===== src/hdl/spq_pkg.sv =====
// spq_pkg: types, constants and status codes of the sorted priority queue
// used by spq_cell and sorted_priority_queue_unit; no dependencies
package spq_pkg;

    localparam int QUEUE_DEPTH = 16;
    localparam int CNT_W       = $clog2(QUEUE_DEPTH + 1);
    localparam int TAG_W       = 32;
    localparam int PRIO_W      = 8;
    localparam int OCC_W       = 5;
    localparam int STATUS_W    = 2;
    localparam int IN_DATA_W   = 40;
    localparam int OUT_DATA_W  = 48;

    typedef enum logic [STATUS_W-1:0] {
        ST_OK    = 2'd0,
        ST_FULL  = 2'd1,
        ST_EMPTY = 2'd2
    } status_t;

    typedef enum logic {
        FUNC_INSERT = 1'b0,
        FUNC_REMOVE = 1'b1
    } func_t;

    typedef struct packed {
        logic [TAG_W-1:0]  tag;
        logic [PRIO_W-1:0] prio;
    } entry_t;

    // shared command for every cell of the chain
    typedef struct packed {
        logic   insert;
        logic   remove;
        entry_t new_entry;
    } cell_ctl_t;

endpackage


===== src/hdl/sorted_priority_queue_unit.sv =====
// sorted_priority_queue_unit: top level of the sorted priority queue
// depends on spq_pkg and spq_cell
//
// A queue of up to QUEUE_DEPTH jobs (32-bit tag, 8-bit priority) kept in a
// row of cells ordered from highest to lowest priority, equal priorities in
// arrival order. A word on the slave side with tuser low inserts a job, with
// tuser high removes the front job. On an insert each cell compares its own
// priority with the new one and keeps its job, takes the new job or takes its
// left neighbour's job; on a remove it takes its right neighbour's job. One word
// is taken per cycle while the output register is empty or being read; the
// result word appears on the master side in the cycle after acceptance, held
// in that register, and a new word is taken in the same cycle that the waiting
// result is taken. An insert into a full queue is dropped with status full, a
// remove from an empty queue returns status empty with zero tag and priority.
module sorted_priority_queue_unit (
    input  logic                            clk,
    input  logic                            rst_n,
    input  logic                            s_tvalid,
    output logic                            s_tready,
    input  logic [spq_pkg::IN_DATA_W-1:0]   s_tdata,   // job_tag, priority_req
    input  logic                            s_tuser,   // func
    output logic                            m_tvalid,
    input  logic                            m_tready,
    output logic [spq_pkg::OUT_DATA_W-1:0]  m_tdata    // status, out_job_tag,
                                                       // out_priority, occupancy, zero fill
);
    import spq_pkg::*;

    logic      s_accept;
    logic      is_remove;
    entry_t    in_entry;
    cell_ctl_t ctl;

    logic [CNT_W-1:0] count_reg;
    logic [CNT_W-1:0] count_next;

    logic      out_valid_reg;
    logic      out_valid_next;
    status_t   out_status_reg;
    status_t   out_status_next;
    entry_t    out_entry_reg;
    entry_t    out_entry_next;
    logic [OCC_W-1:0] out_occ_reg;
    logic [OCC_W-1:0] out_occ_next;

    entry_t    cell_entry  [QUEUE_DEPTH];
    logic      cell_behind [QUEUE_DEPTH];

    logic      is_full;
    logic      is_empty;

    // output register frees as soon as its word is taken
    assign s_tready  = !out_valid_reg || m_tready;
    assign s_accept  = s_tvalid && s_tready;
    assign is_remove = (s_tuser == FUNC_REMOVE);

    assign in_entry.tag  = s_tdata[TAG_W-1:0];
    assign in_entry.prio = s_tdata[TAG_W+PRIO_W-1:TAG_W];

    assign is_full  = (count_reg == CNT_W'(QUEUE_DEPTH));
    assign is_empty = (count_reg == '0);

    assign ctl.insert    = s_accept && !is_remove && !is_full;
    assign ctl.remove    = s_accept && is_remove && !is_empty;
    assign ctl.new_entry = in_entry;

    // chain of cells, slot 0 at the front
    for (genvar gi = 0; gi < QUEUE_DEPTH; gi++)
    begin : g_cell
        logic   occ;
        logic   lb;
        entry_t le;
        entry_t re;

        assign occ = (count_reg > CNT_W'(gi));

        if (gi == 0)
        begin : g_first
            assign lb = 1'b0;
            assign le = in_entry;
        end
        else
        begin : g_mid
            assign lb = cell_behind[gi-1];
            assign le = cell_entry[gi-1];
        end

        if (gi == QUEUE_DEPTH - 1)
        begin : g_last
            assign re = cell_entry[gi];
        end
        else
        begin : g_inner
            assign re = cell_entry[gi+1];
        end

        spq_cell u_cell (
            .clk         (clk),
            .ctl         (ctl),
            .occupied    (occ),
            .left_behind (lb),
            .left_entry  (le),
            .right_entry (re),
            .behind      (cell_behind[gi]),
            .entry       (cell_entry[gi])
        );
    end

    // fill count and result word
    always_comb
    begin
        count_next      = count_reg;
        out_valid_next  = out_valid_reg;
        out_status_next = out_status_reg;
        out_entry_next  = out_entry_reg;
        out_occ_next    = out_occ_reg;

        if (ctl.insert)
        begin
            count_next = count_reg + 1'b1;
        end
        else if (ctl.remove)
        begin
            count_next = count_reg - 1'b1;
        end

        if (m_tready)
        begin
            out_valid_next = 1'b0;
        end

        if (s_accept)
        begin
            out_valid_next = 1'b1;
            out_entry_next = '0;
            if (is_remove)
            begin
                if (is_empty)
                begin
                    out_status_next = ST_EMPTY;
                end
                else
                begin
                    out_status_next = ST_OK;
                    out_entry_next  = cell_entry[0];
                end
            end
            else
            begin
                out_status_next = is_full ? ST_FULL : ST_OK;
            end
            // occupancy reports the fill count after this operation
            out_occ_next = OCC_W'(count_next);
        end
    end

    always_ff @(posedge clk or negedge rst_n)
    begin
        if (!rst_n)
        begin
            count_reg     <= '0;
            out_valid_reg <= 1'b0;
        end
        else
        begin
            count_reg     <= count_next;
            out_valid_reg <= out_valid_next;
        end
    end

    always_ff @(posedge clk)
    begin
        out_status_reg <= out_status_next;
        out_entry_reg  <= out_entry_next;
        out_occ_reg    <= out_occ_next;
    end

    assign m_tvalid = out_valid_reg;
    assign m_tdata  = {1'b0, out_occ_reg, out_entry_reg.prio, out_entry_reg.tag,
                       out_status_reg};

`ifndef NO_ASSERTIONS
    a_count_bound: assert property (@(posedge clk) disable iff (!rst_n)
        count_reg <= CNT_W'(QUEUE_DEPTH))
        else $error("fill count above queue depth");

    a_insert_grows: assert property (@(posedge clk) disable iff (!rst_n)
        (s_accept && !is_remove && !is_full) |=> (count_reg == $past(count_reg) + 1'b1))
        else $error("accepted insert did not grow the queue");

    a_empty_status: assert property (@(posedge clk) disable iff (!rst_n)
        (s_accept && is_remove && is_empty) |=> (out_status_reg == ST_EMPTY))
        else $error("remove from empty queue without empty status");

    a_front_order: assert property (@(posedge clk) disable iff (!rst_n)
        (s_accept && is_remove && (count_reg > CNT_W'(1)))
        |=> (out_entry_reg.prio >= cell_entry[0].prio))
        else $error("new front job outranks the removed one");
`endif

endmodule


===== src/hdl/spq_cell.sv =====
// spq_cell: one slot of the sorted queue chain, holding a single job
// depends on spq_pkg
module spq_cell (
    input  logic               clk,
    input  spq_pkg::cell_ctl_t ctl,
    input  logic               occupied,     // slot lies below the fill count
    input  logic               left_behind,  // left neighbour moves back this cycle
    input  spq_pkg::entry_t    left_entry,
    input  spq_pkg::entry_t    right_entry,
    output logic               behind,       // new job goes at or before this slot
    output spq_pkg::entry_t    entry
);
    import spq_pkg::*;

    entry_t entry_reg;
    entry_t entry_next;

    // empty slots and lower-priority jobs sit behind the new job
    assign behind = !occupied || (entry_reg.prio < ctl.new_entry.prio);
    assign entry  = entry_reg;

    always_comb
    begin
        entry_next = entry_reg;
        priority if (ctl.insert)
        begin
            if (left_behind)
            begin
                entry_next = left_entry;
            end
            else if (behind)
            begin
                entry_next = ctl.new_entry;
            end
        end
        else if (ctl.remove)
        begin
            entry_next = right_entry;
        end
    end

    always_ff @(posedge clk)
    begin
        entry_reg <= entry_next;
    end

endmodule


===== config.mk =====
export PLATFORM = sky130hd
export DESIGN_NAME = sorted_priority_queue_unit
export DESIGN_NICKNAME = d
export VERILOG_FILES = /design/src/hdl/spq_pkg.sv /design/src/hdl/sorted_priority_queue_unit.sv /design/src/hdl/spq_cell.sv
export SDC_FILE = /design/constraint.sdc
export NUM_CORES = 2
export LEC_CHECK = 0
export BUFFER_PORTS_ARGS = -buffer_cell sky130_fd_sc_hd__buf_4
export CAP_MARGIN = 30
export CELL_PAD_IN_SITES_DETAIL_PLACEMENT = 0
export CELL_PAD_IN_SITES_GLOBAL_PLACEMENT = 1
export CORE_UTILIZATION = 50
export CTS_BUF_LIST = sky130_fd_sc_hd__clkbuf_4 sky130_fd_sc_hd__clkbuf_8
export CTS_CLUSTER_DIAMETER = 120
export DETAILED_ROUTE_END_ITERATION = 12
export GPL_TIMING_DRIVEN = 0
export PLACE_DENSITY_LB_ADDON = 0.12
export SLEW_MARGIN = 20
export SYNTH_ARGS = -nofsm -noshare
export SYNTH_HDL_FRONTEND = slang
export SYNTH_HIERARCHICAL = 1
export SYNTH_SLANG_ARGS = --single-unit

===== constraint.sdc =====
create_clock -name clk -period 5.4 [get_ports clk]
set_input_delay 0.54 -clock clk [delete_from_list [all_inputs] [get_ports clk]]
set_output_delay 0.54 -clock clk [all_outputs]
set_load 0.005 [all_outputs]

==> flow_metrics.tcl <==
set metrics [dict create \
    largest_reg_flops 640 \
    grtUsageTotal_pct 23.2 \
    syn-mean-instance-area_um2 11.1 \
    slew_viol_final 0 \
    clockRootBuffer "clkbuf_8" \
    status "finished clean" \
    antenna_left 0 \
    drv_cap 0 \
    vias 25462 \
    synthCells 3417 \
    area_delta_synth_final_pct 12.9 \
    fmax_mhz 292 \
    placementRows 100 \
    drive_gt1_share_pct 12.2 \
    path_clk_slew_ns 0.06 \
    ir_drop_uv 232 \
    dieWidth_um 277 \
    antenna_found_initial 1 \
    grt_overflow_total 0 \
    port_buffers 93 \
    p_leak_uw 0.0188 \
    gp_congestion 0.885 \
    ios 95 \
    rsz0062_at_grt "false" \
    dp_hpwl_um 71300 \
    cp-start-kind "flip-flop" \
    final_core_util_pct 57.3 \
    p_per_area_nw_per_um2 401 \
    die_h_um 277 \
    core_um2 74700 \
    hold_slack_ns 0.163 \
    htreeDepth 3 \
    fin_area_um2 42800 \
    slew_headroom_pct 28.0 \
    grt_pass1_vias 25720 \
    fin_skew_ns 0.0368 \
    p_total_uw 17100 \
    final-setup-viol-count 0 \
    tightest_slew_ns 1.07 \
    post-route-period-util_pct 63.5 \
    syn_area_um2 37900 \
    cp_max_fo 26 \
    drt-vias-per-instance 5.40 \
    hold_viol_final 0 \
    crit_type "reg2reg" \
    postCtsResizedCells 0 \
    nets 3816 \
    routed_wl_um 89800 \
    cp.arrival_ns 3.82 \
    drt_pass1_iterations 7 \
    grt_max_degree 35 \
    required_ns 5.80 \
    drc 0 \
    start_util_pct 50.8 \
    dieArea_um2 76900 \
    cts_buffers 119 \
    wl_per_cell_um 19.1 \
    hp-class "in2reg" \
    setup.worst_path.end_class "flip-flop" \
    cts.sinks 693 \
    dr.first_iter.drc_count 1415 \
    postPlaceCellArea_um2 40500 \
    yosysWarnings 6 \
    tritoncts "yes" \
    grt_first_pass_wirelength_um 143000 \
    fin_crit_ns 3.43 \
    clock_tree.buffer_depth 3 \
    insertion_delay_ns 0.73 \
]
==> critical path, cell delays in order (launching register included) <==
cell	delay, ns
dfrtp_1	0.49
inv_1	0.16
ha_1	0.24
nand4bb_1	0.15
and4b_1	0.24
buf_6	0.21
buf_2	0.28
clkbuf_1	0.39
nor2_1	0.15
a21oi_4	0.50
buf_16	0.25
==> power breakdown <==
part | internal [µW] | switching, µW | total (µW) | leakage [µW]
registers | 6960 | 445 | 7410 | 0.00653
clock network | 2500 | 2100 | 4590 | 0.00122
logic | 2140 | 3000 | 5140 | 0.0111
==> area by class of cell <==
class / instances / area (µm²)
Antenna cell: 1 / 2.50
Buffer: 232 / 1170
Clock buffer: 177 / 2090
Clock inverter: 32 / 190
Fill cell: 6459 / 31900
Inverter: 118 / 443
Multi-Input combinational cell: 2375 / 15700
Sequential cell: 693 / 20800
Tap cell: 969 / 1210
Timing Repair Buffer: 114 / 1200
==> final timing paths <==
kind,cells after the start,start,slack (ns),to
max,10,count_reg[0],1.97,g_cell[8].u_cell/entry[26]
min,2,s_tuser,0.16,out_status_reg[1]
max reg2reg,10,count_reg[0],1.97,g_cell[8].u_cell/entry[26]
min reg2reg,1,g_cell[0].u_cell/entry[12],0.54,m_tdata[6]
max in group asynchronous,2,rst_n,5.08,count_reg[0]
min in group asynchronous,2,rst_n,0.18,count_reg[2]
==> layer usage <==
layer  vias to the layer above  routed length (µm)  track usage [%]
li1                      12837                   -                -
met1                     11817               41200             31.5
met2                       657               41800             38.5
met3                       151                4530             3.46
met4                         0                2260             7.21
met5                         -                   0                0
==> timing repair <==
action | in CTS | in global routing
endpoints found under the hold margin | 7 | 0
setup buffers | 0 | 0
hold buffers | 2 | 0
==> per-stage QoR <==
stage | std cells | worst slack [ns] | setup TNS [ns]
final | 4711 | 1.97 | 0
after detailed placement | 4498 | 1.52 | 0
after global routing | 4711 | 1.72 | 0
after floorplan | 3418 | 1.09 | 0
after global placement | 4480 | -0.371 | -192.34
after CTS | 4709 | 1.96 | 0
==> placed cells by master (no fill, tap or decap), types with 16 or more instances in the layout <==
cell,count
nor2_1,696
edfxtp_1,687
a21oi_1,672
mux2i_1,641
buf_4,158
clkbuf_8,121
inv_1,118
ha_1,118
clkbuf_1,93
nand2_1,74
clkbuf_4,56
and2_1,41
buf_1,40
buf_2,33
nand2b_1,17
clkinv_1,17
or3_4,16
a211o_1,16
a31oi_1,16
o221ai_2,16
a21oi_4,16
buf_16,16
Note: power is estimated with default switching activity, not from simulation.
